`src/sv/ptst_pkg.sv`:
```
// Shared types and codes for the periodic timer slot table.
// Used by ptst_ram users and by periodic_timer_slot_table_unit; no dependencies.
`timescale 1ns / 1ps
`default_nettype none

package ptst_pkg;

  typedef enum logic [2:0] {
    ACT_ADD      = 3'd0,
    ACT_DELETE   = 3'd1,
    ACT_PAUSE    = 3'd2,
    ACT_CONTINUE = 3'd3,
    ACT_REFRESH  = 3'd4,
    ACT_SET_IVAL = 3'd5,
    ACT_EXECUTE  = 3'd6,
    ACT_NOP      = 3'd7
  } action_t;

  localparam logic [1:0] ST_DONE  = 2'd0;
  localparam logic [1:0] ST_NONE  = 2'd1;
  localparam logic [1:0] ST_FULL  = 2'd2;
  localparam logic [1:0] ST_FIRED = 2'd3;

  // One slot's stored record; the active mark lives in flip-flops.
  typedef struct packed {
    logic        paused;
    logic [31:0] interval;
    logic [31:0] last_fire;
    logic [15:0] id;
    logic [7:0]  tag;
  } slot_rec_t;

endpackage

`default_nettype wire

```
`src/sv/periodic_timer_slot_table_unit.sv`:
```
// Top level of the periodic timer slot table: sequencer, active marks and id counter.
// Depends on ptst_pkg and ptst_ram (slot record store).
//
// Usage:
//  - Input channel (in_valid/in_ready) carries one command beat: action, timer id,
//    interval, handler tag and the current millisecond time.
//  - Result channel (out_valid/out_ready) returns one beat per result; out_last marks
//    the final beat of a command. Execute returns one beat per firing slot, in slot
//    order, or a single done beat when nothing fires.
//  - Add claims the lowest free slot or reports full. Lookups (delete, pause,
//    continue, refresh, set interval) and execute walk the slots one at a time through
//    the single record RAM read port: an inactive slot is skipped, an active slot is
//    read (S_READ), then compared or updated (S_EVAL); the result goes out via S_EMIT.
//    in_ready is high only between commands.
//  - Reset clears every active mark and the id counter; the record store needs no
//    clearing since a record is only read once its slot has been added.
//  - A stalled receiver holds the result register; the walk pauses at a firing slot
//    until the previous fire beat has gone, so no beat is lost.
`timescale 1ns / 1ps
`default_nettype none

module periodic_timer_slot_table_unit
  import ptst_pkg::*;
#(
  parameter int SLOTS = 16
) (
  input  wire logic        clk,
  input  wire logic        rst_n,
  input  wire logic        in_valid,
  output logic             in_ready,
  input  wire logic [2:0]  in_action,
  input  wire logic [15:0] in_timer_id,
  input  wire logic [31:0] in_interval,
  input  wire logic [7:0]  in_handler_tag,
  input  wire logic [31:0] in_now_time,
  output logic             out_valid,
  input  wire logic        out_ready,
  output logic [1:0]       out_status,
  output logic [15:0]      out_result_id,
  output logic [7:0]       out_fired_tag,
  output logic             out_last
);

  localparam int IW = (SLOTS > 1) ? $clog2(SLOTS) : 1;
  localparam int RW = $bits(slot_rec_t);
  localparam logic [IW-1:0] LAST_IDX = IW'(SLOTS - 1);

  typedef enum logic [4:0] {
    S_IDLE = 5'b00001,
    S_ADD  = 5'b00010,
    S_READ = 5'b00100,
    S_EVAL = 5'b01000,
    S_EMIT = 5'b10000
  } state_t;

  state_t state_r, state_nxt;

  // Control state
  logic [SLOTS-1:0] active_r, active_nxt;
  logic [15:0]      idcnt_r, idcnt_nxt;
  logic [IW-1:0]    idx_r, idx_nxt;
  logic             pend_v_r, pend_v_nxt;
  logic             out_valid_r, out_valid_nxt;

  // Payload registers
  action_t     act_r, act_nxt;
  logic [15:0] id_r, id_nxt;
  logic [31:0] ival_r, ival_nxt;
  logic [7:0]  tag_r, tag_nxt;
  logic [31:0] now_r, now_nxt;
  logic [15:0] pend_id_r, pend_id_nxt;
  logic [7:0]  pend_tag_r, pend_tag_nxt;
  logic [1:0]  res_status_r, res_status_nxt;
  logic [15:0] res_id_r, res_id_nxt;
  logic [7:0]  res_tag_r, res_tag_nxt;
  logic [1:0]  out_status_r, out_status_nxt;
  logic [15:0] out_id_r, out_id_nxt;
  logic [7:0]  out_tag_r, out_tag_nxt;
  logic        out_last_r, out_last_nxt;

  // Record store
  logic          ram_we, ram_re;
  logic [IW-1:0] ram_waddr;
  slot_rec_t     ram_wdata, rec;
  logic [RW-1:0] ram_rdata;

  // Free slot search and shared compare unit
  logic [IW-1:0] free_idx;
  logic          free_any;
  logic [15:0]   idcnt_inc;
  logic [31:0]   elapsed;
  logic          fire;
  logic          out_free;
  logic          step;

  ptst_ram #(
    .WIDTH (RW),
    .DEPTH (SLOTS)
  ) u_rec_ram (
    .clk   (clk),
    .we    (ram_we),
    .waddr (ram_waddr),
    .wdata (ram_wdata),
    .re    (ram_re),
    .raddr (idx_r),
    .rdata (ram_rdata)
  );

  assign rec = slot_rec_t'(ram_rdata);

  // Lowest free slot
  always_comb begin
    free_idx = '0;
    free_any = 1'b0;
    for (int i = SLOTS - 1; i >= 0; i--) begin
      if (!active_r[i]) begin
        free_idx = IW'(i);
        free_any = 1'b1;
      end
    end
  end

  // Next id skips zero
  assign idcnt_inc = (idcnt_r == 16'hFFFF) ? 16'd1 : idcnt_r + 16'd1;

  // Modular elapsed time against the interval
  assign elapsed = now_r - rec.last_fire;
  assign fire    = !rec.paused && (elapsed >= rec.interval);

  assign out_free = !out_valid_r || out_ready;

  always_comb begin
    state_nxt      = state_r;
    active_nxt     = active_r;
    idcnt_nxt      = idcnt_r;
    idx_nxt        = idx_r;
    pend_v_nxt     = pend_v_r;
    pend_id_nxt    = pend_id_r;
    pend_tag_nxt   = pend_tag_r;
    res_status_nxt = res_status_r;
    res_id_nxt     = res_id_r;
    res_tag_nxt    = res_tag_r;
    out_valid_nxt  = out_valid_r;
    out_status_nxt = out_status_r;
    out_id_nxt     = out_id_r;
    out_tag_nxt    = out_tag_r;
    out_last_nxt   = out_last_r;
    act_nxt        = act_r;
    id_nxt         = id_r;
    ival_nxt       = ival_r;
    tag_nxt        = tag_r;
    now_nxt        = now_r;
    ram_we         = 1'b0;
    ram_re         = 1'b0;
    ram_waddr      = idx_r;
    ram_wdata      = rec;
    step           = 1'b0;

    // Drop the result beat once taken
    if (out_valid_r && out_ready) begin
      out_valid_nxt = 1'b0;
    end

    unique case (state_r)
      S_IDLE: begin
        if (in_valid) begin
          act_nxt    = action_t'(in_action);
          id_nxt     = in_timer_id;
          ival_nxt   = in_interval;
          tag_nxt    = in_handler_tag;
          now_nxt    = in_now_time;
          idx_nxt    = '0;
          pend_v_nxt = 1'b0;
          case (action_t'(in_action))
            ACT_ADD: state_nxt = S_ADD;
            ACT_NOP: begin
              res_status_nxt = ST_DONE;
              res_id_nxt     = '0;
              res_tag_nxt    = '0;
              state_nxt      = S_EMIT;
            end
            default: state_nxt = S_READ;
          endcase
        end
      end

      S_ADD: begin
        res_tag_nxt = '0;
        if (!free_any) begin
          res_status_nxt = ST_FULL;
          res_id_nxt     = '0;
        end else begin
          ram_we               = 1'b1;
          ram_waddr            = free_idx;
          ram_wdata.paused     = 1'b0;
          ram_wdata.interval   = ival_r;
          ram_wdata.last_fire  = now_r;
          ram_wdata.id         = idcnt_inc;
          ram_wdata.tag        = tag_r;
          active_nxt[free_idx] = 1'b1;
          idcnt_nxt            = idcnt_inc;
          res_status_nxt       = ST_DONE;
          res_id_nxt           = idcnt_inc;
        end
        state_nxt = S_EMIT;
      end

      S_READ: begin
        // Skip inactive slots without touching the store
        if (active_r[idx_r]) begin
          ram_re    = 1'b1;
          state_nxt = S_EVAL;
        end else begin
          step = 1'b1;
        end
      end

      S_EVAL: begin
        if (act_r == ACT_EXECUTE) begin
          if (!fire) begin
            step = 1'b1;
          end else if (!pend_v_r || out_free) begin
            // Restamp, flush the previous fire beat and hold this one back
            ram_we              = 1'b1;
            ram_wdata.last_fire = now_r;
            if (pend_v_r) begin
              out_valid_nxt  = 1'b1;
              out_status_nxt = ST_FIRED;
              out_id_nxt     = pend_id_r;
              out_tag_nxt    = pend_tag_r;
              out_last_nxt   = 1'b0;
            end
            pend_v_nxt   = 1'b1;
            pend_id_nxt  = rec.id;
            pend_tag_nxt = rec.tag;
            step         = 1'b1;
          end
        end else if (rec.id == id_r) begin
          case (act_r)
            ACT_DELETE: active_nxt[idx_r] = 1'b0;
            ACT_PAUSE: begin
              ram_we           = 1'b1;
              ram_wdata.paused = 1'b1;
            end
            ACT_CONTINUE: begin
              ram_we              = 1'b1;
              ram_wdata.paused    = 1'b0;
              ram_wdata.last_fire = now_r;
            end
            ACT_REFRESH: begin
              ram_we              = 1'b1;
              ram_wdata.last_fire = now_r;
            end
            default: begin
              ram_we              = 1'b1;
              ram_wdata.interval  = ival_r;
              ram_wdata.last_fire = now_r;
            end
          endcase
          res_status_nxt = ST_DONE;
          res_id_nxt     = '0;
          res_tag_nxt    = '0;
          state_nxt      = S_EMIT;
        end else begin
          step = 1'b1;
        end
      end

      S_EMIT: begin
        if (out_free) begin
          out_valid_nxt  = 1'b1;
          out_status_nxt = res_status_r;
          out_id_nxt     = res_id_r;
          out_tag_nxt    = res_tag_r;
          out_last_nxt   = 1'b1;
          state_nxt      = S_IDLE;
        end
      end

      default: state_nxt = S_IDLE;
    endcase

    // Advance the walk, or close it at the last slot
    if (step) begin
      if (idx_r == LAST_IDX) begin
        if (act_r == ACT_EXECUTE) begin
          if (pend_v_nxt) begin
            res_status_nxt = ST_FIRED;
            res_id_nxt     = pend_id_nxt;
            res_tag_nxt    = pend_tag_nxt;
          end else begin
            res_status_nxt = ST_DONE;
            res_id_nxt     = '0;
            res_tag_nxt    = '0;
          end
        end else begin
          res_status_nxt = ST_NONE;
          res_id_nxt     = '0;
          res_tag_nxt    = '0;
        end
        state_nxt = S_EMIT;
      end else begin
        idx_nxt   = idx_r + IW'(1);
        state_nxt = S_READ;
      end
    end
  end

  always_ff @(posedge clk) begin
    if (!rst_n) begin
      state_r     <= S_IDLE;
      active_r    <= '0;
      idcnt_r     <= '0;
      idx_r       <= '0;
      pend_v_r    <= 1'b0;
      out_valid_r <= 1'b0;
    end else begin
      state_r     <= state_nxt;
      active_r    <= active_nxt;
      idcnt_r     <= idcnt_nxt;
      idx_r       <= idx_nxt;
      pend_v_r    <= pend_v_nxt;
      out_valid_r <= out_valid_nxt;
    end
  end

  always_ff @(posedge clk) begin
    act_r        <= act_nxt;
    id_r         <= id_nxt;
    ival_r       <= ival_nxt;
    tag_r        <= tag_nxt;
    now_r        <= now_nxt;
    pend_id_r    <= pend_id_nxt;
    pend_tag_r   <= pend_tag_nxt;
    res_status_r <= res_status_nxt;
    res_id_r     <= res_id_nxt;
    res_tag_r    <= res_tag_nxt;
    out_status_r <= out_status_nxt;
    out_id_r     <= out_id_nxt;
    out_tag_r    <= out_tag_nxt;
    out_last_r   <= out_last_nxt;
  end

  assign in_ready      = (state_r == S_IDLE);
  assign out_valid     = out_valid_r;
  assign out_status    = out_status_r;
  assign out_result_id = out_id_r;
  assign out_fired_tag = out_tag_r;
  assign out_last      = out_last_r;

endmodule

`default_nettype wire

```
`src/sv/ptst_ram.sv`:
```
// Generic simple dual-port RAM: one write port, one read port, registered read.
// No dependencies.
`timescale 1ns / 1ps
`default_nettype none

module ptst_ram #(
  parameter int WIDTH = 8,
  parameter int DEPTH = 16,
  localparam int AW = (DEPTH > 1) ? $clog2(DEPTH) : 1
) (
  input  wire logic             clk,
  input  wire logic             we,
  input  wire logic [AW-1:0]    waddr,
  input  wire logic [WIDTH-1:0] wdata,
  input  wire logic             re,
  input  wire logic [AW-1:0]    raddr,
  output logic      [WIDTH-1:0] rdata
);

  logic [WIDTH-1:0] mem [DEPTH];

  always_ff @(posedge clk) begin
    if (we) begin
      mem[waddr] <= wdata;
    end
    if (re) begin
      rdata <= mem[raddr];
    end
  end

endmodule

`default_nettype wire
```
`config.mk`:
```
export PLATFORM = sky130hd
export DESIGN_NAME = periodic_timer_slot_table_unit
export DESIGN_NICKNAME = d
export VERILOG_FILES = /design/src/sv/ptst_pkg.sv /design/src/sv/periodic_timer_slot_table_unit.sv /design/src/sv/ptst_ram.sv
export SDC_FILE = /design/constraint.sdc
export NUM_CORES = 2
export LEC_CHECK = 0
export BUFFER_PORTS_ARGS = -buffer_cell sky130_fd_sc_hd__clkbuf_2
export CAP_MARGIN = 20
export CORE_ASPECT_RATIO = 0.8
export CORE_UTILIZATION = 35
export DETAILED_ROUTE_END_ITERATION = 10
export GPL_ROUTABILITY_DRIVEN = 0
export MAX_ROUTING_LAYER = met4
export RECOVER_POWER = 100
export SLEW_MARGIN = 20
export SYNTH_ARGS = -nofsm -noshare
export SYNTH_HDL_FRONTEND = slang
export SYNTH_SLANG_ARGS = --single-unit
```
`constraint.sdc`:
```
create_clock -name clk -period 16 [get_ports clk]
set_input_delay 0.8 -clock clk [delete_from_list [all_inputs] [get_ports clk]]
set_output_delay 0.8 -clock clk [all_outputs]
set_load 0.005 [all_outputs]
```
# Word level (Yosys, flattened, before mapping)
# Memory sizes are Yosys's and may differ from the RTL's. A register that Yosys moved wholly into a read port is not among the register bits.
# Cells that the tools add are included.
[totals]
ff_bits = 211
ramBits = 1424
inputBits = 95
output_inout_bits = 29
wordCells = 238
mem_count = 1
[op_classes]
add_sub_neg = 3
magnitude_cmp = 5
eq_ne = 28
mux = 159
n_bitwise = 3
reduce_logical = 19
[mem_list]
columns = ["name", "words", "word_bits", "read_ports", "rd_ports_with_merged_regs", "wr", "line_no", "rtl"]
rows = [
  ["u_rec_ram.mem", 16, 89, 1, 1, 1, "ptst_ram.sv:20", "logic [WIDTH-1:0] mem [DEPTH];"],
]
[ops]
columns = ["cell", "n"]
rows = [
  ["16-bit 2-to-1 mux", 23],
  ["32-bit 2-to-1 mux", 5],
  ["8-bit 2-to-1 mux", 17],
  ["65-bit one-hot mux with 2 select lines", 1],
  ["89-bit 2-to-1 mux", 1],
  ["4-bit 2-to-1 mux", 22],
  ["65-bit 2-to-1 mux", 1],
  ["16-bit one-hot mux with 2 select lines", 2],
  ["1-bit 2-to-1 mux", 48],
  ["16-bit one-hot mux with 3 select lines", 1],
  ["5-bit 2-to-1 mux", 7],
  ["33-bit 2-to-1 mux", 1],
  ["32-bit >= comparator", 1],
  ["32-bit subtractor", 1],
  ["2-bit 2-to-1 mux", 14],
  ["5-bit one-hot mux with 5 select lines", 1],
  ["24-bit 2-to-1 mux", 1],
  ["8-bit one-hot mux with 3 select lines", 1],
  ["16-bit by 1-bit adder with 16-bit output, second input constant", 1],
  ["16-bit bitwise AND", 1],
  ["16-bit equality test", 1],
  ["16-bit equality test, second input constant", 1],
  ["2-bit inequality test, second input constant", 8],
  ["16-bit NOT", 1],
  ["other kinds (33)", 56],
]

# Longest topological paths before layout
[depth]
depth_word = 23
ltp_mapped = 22
mapped_depth_nobuf = 21

# Modules after synthesis
# From an unflattened synthesis, not the netlist that was laid out.
[hier_totals]
hier_cells = 3565
hier_area_um2 = 68224.2
[by_module_without_submodules]
columns = ["module", "n_inst", "cells_per_inst", "area_each_um2", "seq_area_each_um2"]
rows = [
  ["ptst_ram", 1, 2282, 55912.4, 45433.6],
  ["periodic_timer_slot_table_unit", 1, 1283, 12311.8, 5405.2],
]

# Worst setup path before layout
# OpenSTA, ideal clock, no wires.
[synth_path]
path_kind = "reg-to-reg"
startpoint = "reg now_r[1]"
endpoint = "mem u_rec_ram.mem[0][0] (netlist name) (enable)"
arrival_time_ns = 10.454
t_required_ns = 15.355
setup_slack_ns = 4.900
stages_incl_launch_ff = 19
period_less_slack_ns = 11.100
path_cell_list = "edfxtp_1 > ha_1 > nor2b_1 > o31a_1 > o311a_1 > a2111oi_0 > o311ai_1 > a21o_1 > a21oi_1 > xnor2_1 > ha_1 > nand4_1 > or4_1 > or2_0 > o22ai_1 > a21oi_1 > o21ai_0 > nand3_1 > nor3_1"
[synth_via]
elab_chain_cells = 8
[synth_lines]
columns = ["item", "line_no", "rtl"]
rows = [
  ["from (decl)", "periodic_timer_slot_table_unit.sv:70", "logic [31:0] now_r, now_nxt;"],
  ["from (signal assigned)", "periodic_timer_slot_table_unit.sv:332", "now_r <= now_nxt;"],
  ["32-bit subtractor", "periodic_timer_slot_table_unit.sv:127", "assign elapsed = now_r - rec.last_fire;"],
  ["32-bit >= comparator", "periodic_timer_slot_table_unit.sv:128", "assign fire = !rec.paused && (elapsed >= rec.interval);"],
  ["1-bit logical AND", "periodic_timer_slot_table_unit.sv:128", ""],
  ["1-bit 2-to-1 mux", "periodic_timer_slot_table_unit.sv:220", "if (!fire) begin"],
  ["1-bit 2-to-1 mux", "periodic_timer_slot_table_unit.sv:219", "if (act_r == ACT_EXECUTE) begin"],
  ["1-bit one-hot mux with 2 select lines", "periodic_timer_slot_table_unit.sv:164", "unique case (state_r)"],
  ["1-bit 2-to-1 mux", "ptst_ram.sv:23", "if (we) begin"],
  ["1-bit 2-to-1 mux (not written as such)", "ptst_ram.sv:24", "mem[waddr] <= wdata;"],
  ["to (decl)", "ptst_ram.sv:20", ""],
]
# Every way passes these cells.

# Worst setup path after layout
[layout_path]
startpoint = "reg now_r[1]"
endpoint = "mem u_rec_ram.mem[13][64] (netlist name) (enable)"
# The elaborated chain is that of the path after synthesis.

==> impl_metrics.ini <==
[outcome]
outcome = finished with violations
violations = max-capacitance violations, max-slew violations

[critical_path]
arrival_ps = 11480
crit_fanout = 49
critPathLaunchType = flop
critical_path_class = reg2reg
end_kind = flop
critPathRequiredTime_ps = 16320

[global_route]
grt_pass1_vias = 33629
grt_pass1_wl_um = 238900
grt_max_degree = 140
grt_overflow = 0
antenna_found_initial = 10
grtUsageTotal = 0.1728

[drt]
vias_per_cell = 5.324
dr.pass1.iters = 5
vias = 33208
wl_per_cell_um = 26.34
drc = 0
ant_nets = 0
routed_wl_um = 164300
drt_iter0_drc = 3704

[sta]
period_minus_slack_ps = 11170
finalSetupTns_ps = 0
skew_ps = 67.20
max_freq_mhz = 89.54
slew_violations = 1917
finalHoldViolations = 0
worstMarginPinSlew_ps = 4728
rsz0062_at_grt = no
slew_headroom = -2.152
period_share = 0.6980
setup_viol = 0

[synth]
avgSynthCellArea_um2 = 20.59
yosys.area.top_type = edfxtp_1
yosysUniqueCellTypes = 73
synth_warnings = 0
synth_most_common_cell = edfxtp_1
syn-instance-count = 3304
synth_edf_count = 1631
synth_nets = 3468
synthArstFlopShare = 0
synth_area_leaders = edfxtp_1 72%, mux4_2 15%, dfxtp_1 2.7%
synth_area_um2 = 68030
synth_commonest_cells = 1631 x edfxtp_1, 450 x mux4_2, 169 x nand2_1
synth_ff_type = edfxtp_1
ys_seq_area_frac = 0.7473
yosysTopAreaCellShare = 0.7199
ys_ff_latch = 1724

[clock_network]
cts_tree = yes
htreeDepth = 4
cts_buffer_depth = 3
post_cts_resized = 0
root_buffer = clkbuf_16
cts_buffers = 163
clk_pin_slew_ps = 60
insertion_delay_ps = 830
cts_sinks = 1724
cts_setup_buffers = 0
cts_hold_buf = 0

[floorplan]
die_area_um2 = 196200
core_um2 = 192800
start_util = 0.3529
rows = 144
ios = 124
dieHeight_um = 396.3
fp.dieW_um = 494.9

[worst_hold_path]
hold_path_class = in2reg

[power]
pwr-share-clk = 0.385
p_switching_mw = 2.344
power_switching_share = 0.2362
p_int_mw = 7.582
p_seq_frac = 0.516
p_comb_frac = 0.099
power_mw = 9.927
p_per_area_nw_per_um2 = 128.9
leakage_nw = 23.70
peakVddDrop_uv = 90.70

[place]
port_buffers = 123
hpwl_um = 96080

[final_layout]
fin_nets = 3712
drive_above_1_share = 0.2179
area_growth_pct = 13.19

[run]
cap_violations = 56
==> metal layers <==
| layer | track usage | share of wire | vias to the layer above | wire length (um) |
|---|---|---|---|---|
| met4 | 0.04286 | 0.021 | 0 | 3444 |
| met5 | - | 0 | - | 0 |
| li1 | - | - | 14125 | - |
| met2 | 0.2476 | 0.45 | 1120 | 73790 |
| met3 | 0.03966 | 0.072 | 184 | 11900 |
| met1 | 0.2482 | 0.46 | 17779 | 75150 |
==> worst paths after layout <==
check | from | to | slack, ps | cells past startpoint
worst max-delay path | now_r[1] | u_rec_ram.mem[13][64] | 4830 | 19
worst min register to register | res_tag_r[4] | res_tag_r[4] | 480 | 1
worst max register to register | now_r[1] | u_rec_ram.mem[13][64] | 4830 | 19
worst min-delay path | in_timer_id[9] | id_r[9] | 160 | 1
==> power groups by stage <==
stage | combinational, mW | clock, mW | sequential, mW
final | 0.984 | 3.82 | 5.13
after CTS | 1.00 | 3.90 | 5.12
after detailed placement | 1.00 | 0 | 5.21
after floorplan | 0.723 | 0 | 5.18
after global placement | 0.991 | 0 | 5.21
after global routing | 1.08 | 4.07 | 5.13
==> cell type report <==
cell class	instances	area [um2]
clock buffers	195	4199
diodes	2	5.005
inverters	86	325.3
flip-flops and latches	1724	50850
fillers	17125	115800
clock inverters	102	1074
multi-input cells	1352	16320
well taps	2555	3197
repair buffers	221	1039
==> critical path: stages, from the launching register on <==
cell,delay (ps)
edfxtp_1,430
ha_1,300
nor2b_1,140
o31a_1,290
o311a_1,390
a2111oi_0,910
nor2_1,200
a21o_1,210
a21oi_1,200
xnor2_1,110
ha_1,320
nand4_1,100
a2111oi_0,710
nor3b_1,360
a21oi_1,300
o21ai_0,490
nand3_1,240
nor3_1,260
clkbuf_1,1700
clkbuf_1,2910
==> cells by family (layout without fill, tap and decap cells) <==
group                    Yosys count  after routing  share of synthesized area
AO/OA/AOI/OAI                    305            305                    0.02950
XOR/XNOR                          66             66                   0.008497
buffers and inverters            228            604                    0.01311
multiplexers                     534            534                     0.1628
AND/OR/NAND/NOR                  378            378                    0.02601
flip-flops                      1724           1724                     0.7473
other                              0              2                          0
adder cells (fa/ha/maj)           69             69                    0.01280
==> flip-flops by register name, indices dropped and copies added (netlist names), 3 cells and up <==
signal / count
ival_r: 32
res_tag_r: 8
res_id_r: 16
idx_r: 4
state_r: 5
out_fired_tag: 8
u_rec_ram.mem: 1424
tag_r: 8
pend_id_r: 16
act_r: 3
u_rec_ram.rdata: 89
idcnt_r: 16
active_r: 16
pend_tag_r: 8
id_r: 16
out_result_id: 16
now_r: 32
==> layout by cell type (no fill, tap or decap), types with 35 or more instances in the layout <==
cell	count
xnor2_1	35
clkbuf_2	63
ha_1	68
a21oi_1	71
nor2_1	56
nand2_1	168
o21ai_0	80
dfxtp_1	91
clkbuf_16	163
edfxtp_1	1631
clkbuf_1	173
mux2_1	51
inv_1	84
mux4_2	450
clkinv_1	39
==> stage by stage <==
step           instances  setup WS (ps)  hold slack [ps]    util  instance area [um2]
6_report            6237           4831            161.8  0.3994                77000
5_1_grt             6236           3869            116.4  0.3994                77000
4_1_cts             6233           7330            100.2  0.4018                77450
3_5_place_dp        5936           7416            455.5  0.3744                72180
3_3_place_gp        5936           7574            451.0  0.3744                72180
2_1_floorplan       3304           4900            436.6       -                68030
(Power assumes the default switching activity.)
